## config.mk

```make
export PLATFORM = sky130hd
export DESIGN_NAME = swm2_hcell
export DESIGN_NICKNAME = d
export VERILOG_FILES = /design/src/hw/rtl/swm2_pkg.sv /design/src/hw/rtl/swm2_hcell.sv
export SDC_FILE = /design/constraint.sdc
export NUM_CORES = 1
export LEC_CHECK = 0
export BUFFER_PORTS_ARGS = -buffer_cell sky130_fd_sc_hd__buf_2
export CORE_AREA = 10 10 87 96
export DETAILED_ROUTE_END_ITERATION = 16
export DIE_AREA = 0 0 97 106
export HOLD_SLACK_MARGIN = 0.15
export PLACE_DENSITY_LB_ADDON = 0.1
export SLEW_MARGIN = 15
export SYNTH_ARGS = -nofsm -noshare
export SYNTH_HDL_FRONTEND = slang
export SYNTH_SLANG_ARGS = --single-unit
```

## constraint.sdc

```tcl
create_clock -name clk -period 3.4 [get_ports clk]
set_input_delay 0.68 -clock clk [delete_from_list [all_inputs] [get_ports clk]]
set_output_delay 0.68 -clock clk [all_outputs]
set_load 0.01 [all_outputs]
```

## src/hw/rtl/swm2_pkg.sv

```systemverilog
// package for the two-dimensional sliding window minimum filter
// holds item types, register codes, field widths and the signed minimum
// depends on nothing
`timescale 1ns / 1ps

package swm2_pkg;

    localparam int DATA_W        = 32;
    localparam int POS_OUT_W     = 10;
    localparam int MATRIX_SIDE_W = 11;
    localparam int WINDOW_SIDE_W = 5;
    localparam int CFG_DATA_W    = 11;

    localparam logic [MATRIX_SIDE_W-1:0] MATRIX_SIDE_RST = 11'd1024;
    localparam logic [WINDOW_SIDE_W-1:0] WINDOW_SIDE_RST = 5'd1;

    typedef enum logic [0:0] {
        REG_MATRIX_SIDE = 1'b0,
        REG_WINDOW_SIDE = 1'b1
    } cfg_reg_t;

    typedef struct packed {
        logic signed [DATA_W-1:0] pixel_value;
        logic                     frame_start;
    } pixel_item_t;

    typedef struct packed {
        logic signed [DATA_W-1:0] window_min;
        logic [POS_OUT_W-1:0]     out_row;
        logic [POS_OUT_W-1:0]     out_col;
        logic                     last;
    } result_item_t;

    // controls shared by every line buffer cell
    typedef struct packed {
        logic rd_en;
        logic wr_en;
        logic fwd_hit;
    } line_ctrl_t;

    function automatic logic signed [DATA_W-1:0] smin(
        input logic signed [DATA_W-1:0] a,
        input logic signed [DATA_W-1:0] b
    );
        return (a <= b) ? a : b;
    endfunction

endpackage

```

## src/hw/rtl/swm2_hcell.sv

```systemverilog
// horizontal cell: running minimum over the last few values of a row
// cell k holds the minimum of the newest k+1 values; uses swm2_pkg
`timescale 1ns / 1ps

module swm2_hcell (
    input  logic                                clk,
    input  logic                                shift_en,
    input  logic signed [swm2_pkg::DATA_W-1:0]  pixel,
    input  logic signed [swm2_pkg::DATA_W-1:0]  prev_min,
    output logic signed [swm2_pkg::DATA_W-1:0]  run_min
);

    logic signed [swm2_pkg::DATA_W-1:0] run_min_reg;
    logic signed [swm2_pkg::DATA_W-1:0] run_min_next;

    assign run_min_next = swm2_pkg::smin(pixel, prev_min);

    always_ff @(posedge clk)
    begin
        if (shift_en)
        begin
            run_min_reg <= run_min_next;
        end
    end

    assign run_min = run_min_reg;

endmodule

```

==> flow_metrics.tcl, run 1 <==
set metrics [dict create \
    gp_congestion 0.819 \
    worst-path-buf-inv 2 \
    largest_reg_flops 32 \
    hold_class "in2reg" \
    start_util 0.512 \
    max-clock-path-buffers 2 \
    power_density_mw_per_mm2 355 \
    p_comb_frac 0.421 \
    syn_nets 470 \
    syn-cell-area_sq_mm 0.00332 \
    internal_power_uw 903 \
    slew_headroom 0.455 \
    drt_wl_total_microns 9080 \
    layout-drive-gt1-share 0.329 \
    rsz0062_at_grt "false" \
    fin_nets 554 \
    grt.total_usage 0.171 \
    ys_types 32 \
    max-cap-violations 0 \
    p_sw_uw 492 \
    path_cells "buf_2 > ha_1 > a21oi_1 > o21ai_1 > a221oi_2 > and3_1 > a21boi_4 > buf_4 > o22ai_1 > a311oi_2" \
    core_area_sq_mm 0.00648 \
    fmax_ghz 0.344 \
    ys_top_cells_by_area "edfxtp_1 29%, a311oi_2 13%, ha_1 12%" \
    dp_hpwl_microns 6600 \
    end_kind "flip-flop" \
    numCtsBuffers 5 \
    crit_path_top_delay_cell "buf_4" \
    yosysMostFrequentCell "inv_1" \
    cp-start-kind "input port" \
    critical_path_arrival_ns 3.00 \
    cts_root_buffer "clkbuf_8" \
    cpPeakStageDelay_ns 0.41 \
    drc 0 \
    ios 98 \
    tns_ns 0 \
    die_area_sq_mm 0.0103 \
    yosysWarnings 0 \
    synth_ff_type "edfxtp_1" \
    pwr-share-seq 0.375 \
    async_reset_ff_frac 0 \
    via_count 3170 \
    grt-ovfl-total 0 \
    min_period_ns 2.90 \
    syn_avg_cell_area_sq_um 8.92 \
    n_antenna_cell 0 \
    synth_edf_count 32 \
    cts_setup_buffers 0 \
    seq_area_frac_synth 0.290 \
    crit_fanout 32 \
    ys_ff_latch 32 \
    ctsHoldBuffers 0 \
    portBuffers 97 \
    via_per_inst 5.89 \
    ir_drop_mv 0.184 \
    synth_common_cells "64 x inv_1, 36 x nand3_1, 33 x nor2_1" \
    fillers 589 \
    post-route-period-util 0.854 \
    drt_pre_antenna_iters 5 \
    htree_levels 2 \
    hold_viol 0 \
    worst-setup-path-type "in2reg" \
    die_x_microns 97 \
    cts_tree "yes" \
    final_core_util 0.607 \
    grt_pass1_wl_microns 15000 \
    leakagePower_nw 1.81 \
    clk_pin_slew_ns 0.07 \
    cts.sinks 32 \
    post_drt_wl_per_cell_microns 16.9 \
    grt_pass1_vias 3085 \
    num_rows 31 \
    synthDominantCellAreaShare 0.290 \
    antenna_found_initial 0 \
    die_h_microns 106 \
    grt_max_degree 73 \
    crit_family "compound AO/OA/AOI/OAI gates" \
    netSwitchingFraction 0.353 \
    setup_violations 0 \
    run_status "finished, final reports clean" \
    syn_inst 372 \
    yosysTopAreaCell "edfxtp_1" \
    cts_resized 0 \
    maxSlewViolCount 0 \
    ant_nets 0 \
    synthToLayoutAreaGrowth_pct 18.6 \
    required_ns 3.50 \
    drt_iter0_markers 145 \
    worst_pin_slew_ns 0.817 \
    clockPowerShare 0.203 \
]
==> metal layers <==
| metal | track usage | vias to the layer above | share of wire |
|---|---|---|---|
| li1 | - | 1579 | - |
| met1 | 0.206 | 1471 | 0.43 |
| met2 | 0.286 | 105 | 0.48 |
| met3 | 0.0486 | 15 | 0.071 |
| met4 | 0.0601 | 0 | 0.017 |
| met5 | 0 | - | 0 |
==> stage by stage <==
stage | hold WS, ns | power, mW | std cells | cell area (sq um) | setup WS [ns]
after floorplan | 0.792 | 0.934 | 372 | 3320 | 0.680
after global placement | 1.09 | 1.11 | 531 | 3860 | 0.375
after global routing | 0.818 | 1.49 | 538 | 3940 | 0.337
after CTS | 0.801 | 1.41 | 538 | 3940 | 0.502
final | 0.809 | 1.40 | 538 | 3940 | 0.496
after detailed placement | 1.09 | 1.12 | 531 | 3860 | 0.208
==> cell usage in the layout (no fill, tap or decap), drive strengths merged <==
master and instances:
nand3 36, nand3b 1, o211ai 2, nor3 3, buf 108, clkinv 1
a21bo 1, o22ai 32, nand2b 1, o22a 32, a21boi 1, and3 1
inv 64, and4 1, nand4 8, a311oi 32, edfxtp 32, nor2b 1
ha 32, a221oi 2, nand2 8, a21oi 13, clkbuf 6, nor4 1
nor2 33, o21ai 4
==> logic make-up (layout without fill, tap and decap cells) <==
kind of cell,Yosys count,count (layout),synth area share
simple gates,94,94,0.141
flops,32,32,0.290
buf+inv,95,179,0.123
compound gates,119,119,0.326
fa+ha+maj,32,32,0.121
==> final cells by class <==
cell class	count	area, sq um	area share
Clock buffer	6	72.6	0.0184
Multi-Input combinational cell	245	1970	0.501
Clock inverter	1	5.00	0.00127
Timing Repair Buffer	108	581	0.148
Tap cell	82	103	0.0261
Inverter	64	240	0.0610
Sequential cell	32	961	0.244
==> power groups by stage <==
| stage | Sequential, mW | Combinational, mW | Clock, mW |
|---|---|---|---|
| final | 0.524 | 0.588 | 0.284 |
| after detailed placement | 0.532 | 0.591 | 0 |
| after global routing | 0.528 | 0.651 | 0.311 |
| after global placement | 0.533 | 0.575 | 0 |
| after floorplan | 0.566 | 0.369 | 0 |
| after CTS | 0.524 | 0.593 | 0.292 |
==> final timing paths <==
kind                  startpoint                    end  slack, ns  cells after the start
worst min-delay path   pixel[30]  run_min[30]$_DFFE_PP_       0.81                      3
worst max-delay path   pixel[17]  run_min[22]$_DFFE_PP_       0.50                     10
==> tightest hold or removal path: stages <==
cell and delay (ns):
buf_2 0.12, inv_1 0.05, a311oi_1 0.08
(Power assumes the default switching activity.)
==> inputs of run 2 (changes only) <==
BUFFER_PORTS_ARGS = default   (was -buffer_cell sky130_fd_sc_hd__buf_2)
CORE_AREA = 10 10 80 88   (was 10 10 87 96)
DIE_AREA = 0 0 90 98   (was 0 0 97 106)
DONT_BUFFER_PORTS = 1   (was default)
==> flow_metrics.tcl, run 2 (same netlist as run 1, synthesis figures left out) <==
set metrics [dict create \
    end_kind "flip-flop" \
    portBuffers 0 \
    critPathLaunch "prev_min[17]" \
    clk_pin_slew_ns 0.07 \
    ctsHoldBuffers 0 \
    grt.total_usage 0.181 \
    ios 98 \
    hold_class "in2reg" \
    worst_pin_slew_ns 0.553 \
    start_util 0.627 \
    power_density_mw_per_mm2 373 \
    final_core_util 0.649 \
    layout_common_cells "64 x inv_1, 35 x nand3_1, 33 x nor2_1" \
    ir_drop_mv 0.197 \
    setup_violations 0 \
    maxSlewViolCount 0 \
    post-route-period-util 0.781 \
    whs_ns 0.502 \
    fmax_ghz 0.377 \
    cpPeakStageDelay_ns 0.38 \
    dpl-instance-area_sq_mm 0.00335 \
    max-clock-path-buffers 2 \
    max-cap-violations 0 \
    critical_path_arrival_ns 2.75 \
    cts_root_buffer "clkbuf_8" \
    min_period_ns 2.66 \
    busiest_layer "met2" \
    grt_pass1_wl_microns 13600 \
    num_rows 28 \
    drt_wl_total_microns 8330 \
    core_area_sq_mm 0.00529 \
    hold_viol 0 \
    cts_resized 0 \
    required_ns 3.49 \
    synthToLayoutAreaGrowth_pct 3.47 \
    layout-drive-gt1-share 0.150 \
    p_total_mw 1.28 \
    via_per_inst 6.50 \
    ant_nets 0 \
    cts.sinks 32 \
    largest_reg_flops 32 \
    crit_family "compound AO/OA/AOI/OAI gates" \
    dp_hpwl_microns 6120 \
    tns_ns 0 \
    drc 0 \
    numCtsBuffers 5 \
    path_cells "inv_1 > ha_1 > a21oi_1 > o21ai_1 > a221oi_2 > and3_1 > a21boi_4 > buf_4 > o22ai_1 > a311oi_1" \
    cts_tree "yes" \
    rsz0062_at_grt "false" \
    die_area_sq_mm 0.00882 \
    drt_iter0_markers 132 \
    post_drt_wl_per_cell_microns 19.1 \
    run_status "finished, final reports clean" \
    use_met2 0.319 \
    die_x_microns 90 \
    crit_fanout 32 \
    final_common_cell "inv_1" \
    drt_pre_antenna_iters 4 \
    min_from "shift_en" \
    use_met1 0.198 \
    gp_congestion 0.789 \
    grt_pass1_vias 2678 \
    antenna_found_initial 0 \
    worst-setup-path-type "in2reg" \
    slew_headroom 0.631 \
    cts_setup_buffers 0 \
    via_count 2828 \
    cp-start-kind "input port" \
    worst-path-buf-inv 2 \
    htree_levels 2 \
    fin_nets 457 \
    n_antenna_cell 0 \
    finalInstanceArea_sq_mm 0.00343 \
    grt-ovfl-total 0 \
    leakagePower_nw 1.43 \
    die_h_microns 98 \
    grt_max_degree 51 \
    crit_path_top_delay_cell "buf_4" \
    met3_usage 0.0651 \
]
run 2: area by class of cell:
cell class                 instances  area (sq um)
inverter                          64           240
tap                               75          93.8
multi-input combinational        245          1970
sequential                        32           961
fill                             464          1860
timing repair buffer              11          82.6
clock inverter                     3          13.8
clock buffer                       5          68.8
run 2: path summary, 6_finish.rpt:
kind | slack [ns] | cells past startpoint | end
worst max-delay path | 0.74 | 10 | run_min[31]$_DFFE_PP_
worst min-delay path | 0.50 | 0 | run_min[27]$_DFFE_PP_
run 2: power breakdown:
group	leakage, nW	internal, mW	switching, mW	total (mW)
sequential	0.315	0.515	0.0544	0.569
clock	0.0453	0.139	0.148	0.287
combinational	1.07	0.188	0.236	0.423
run 2: through the flow:
stage	worst slack, ns	std cells
finish	0.744	435
detailed placement	0.437	427
CTS	0.734	435
global route	0.535	435
global placement	0.499	427
floorplan	0.680	372
run 2: per-layer routing:
metal  share of wire  up-vias
li1                -     1380
met1            0.39     1346
met2            0.50       92
met3           0.091       10
met4           0.021        0
met5               0        -
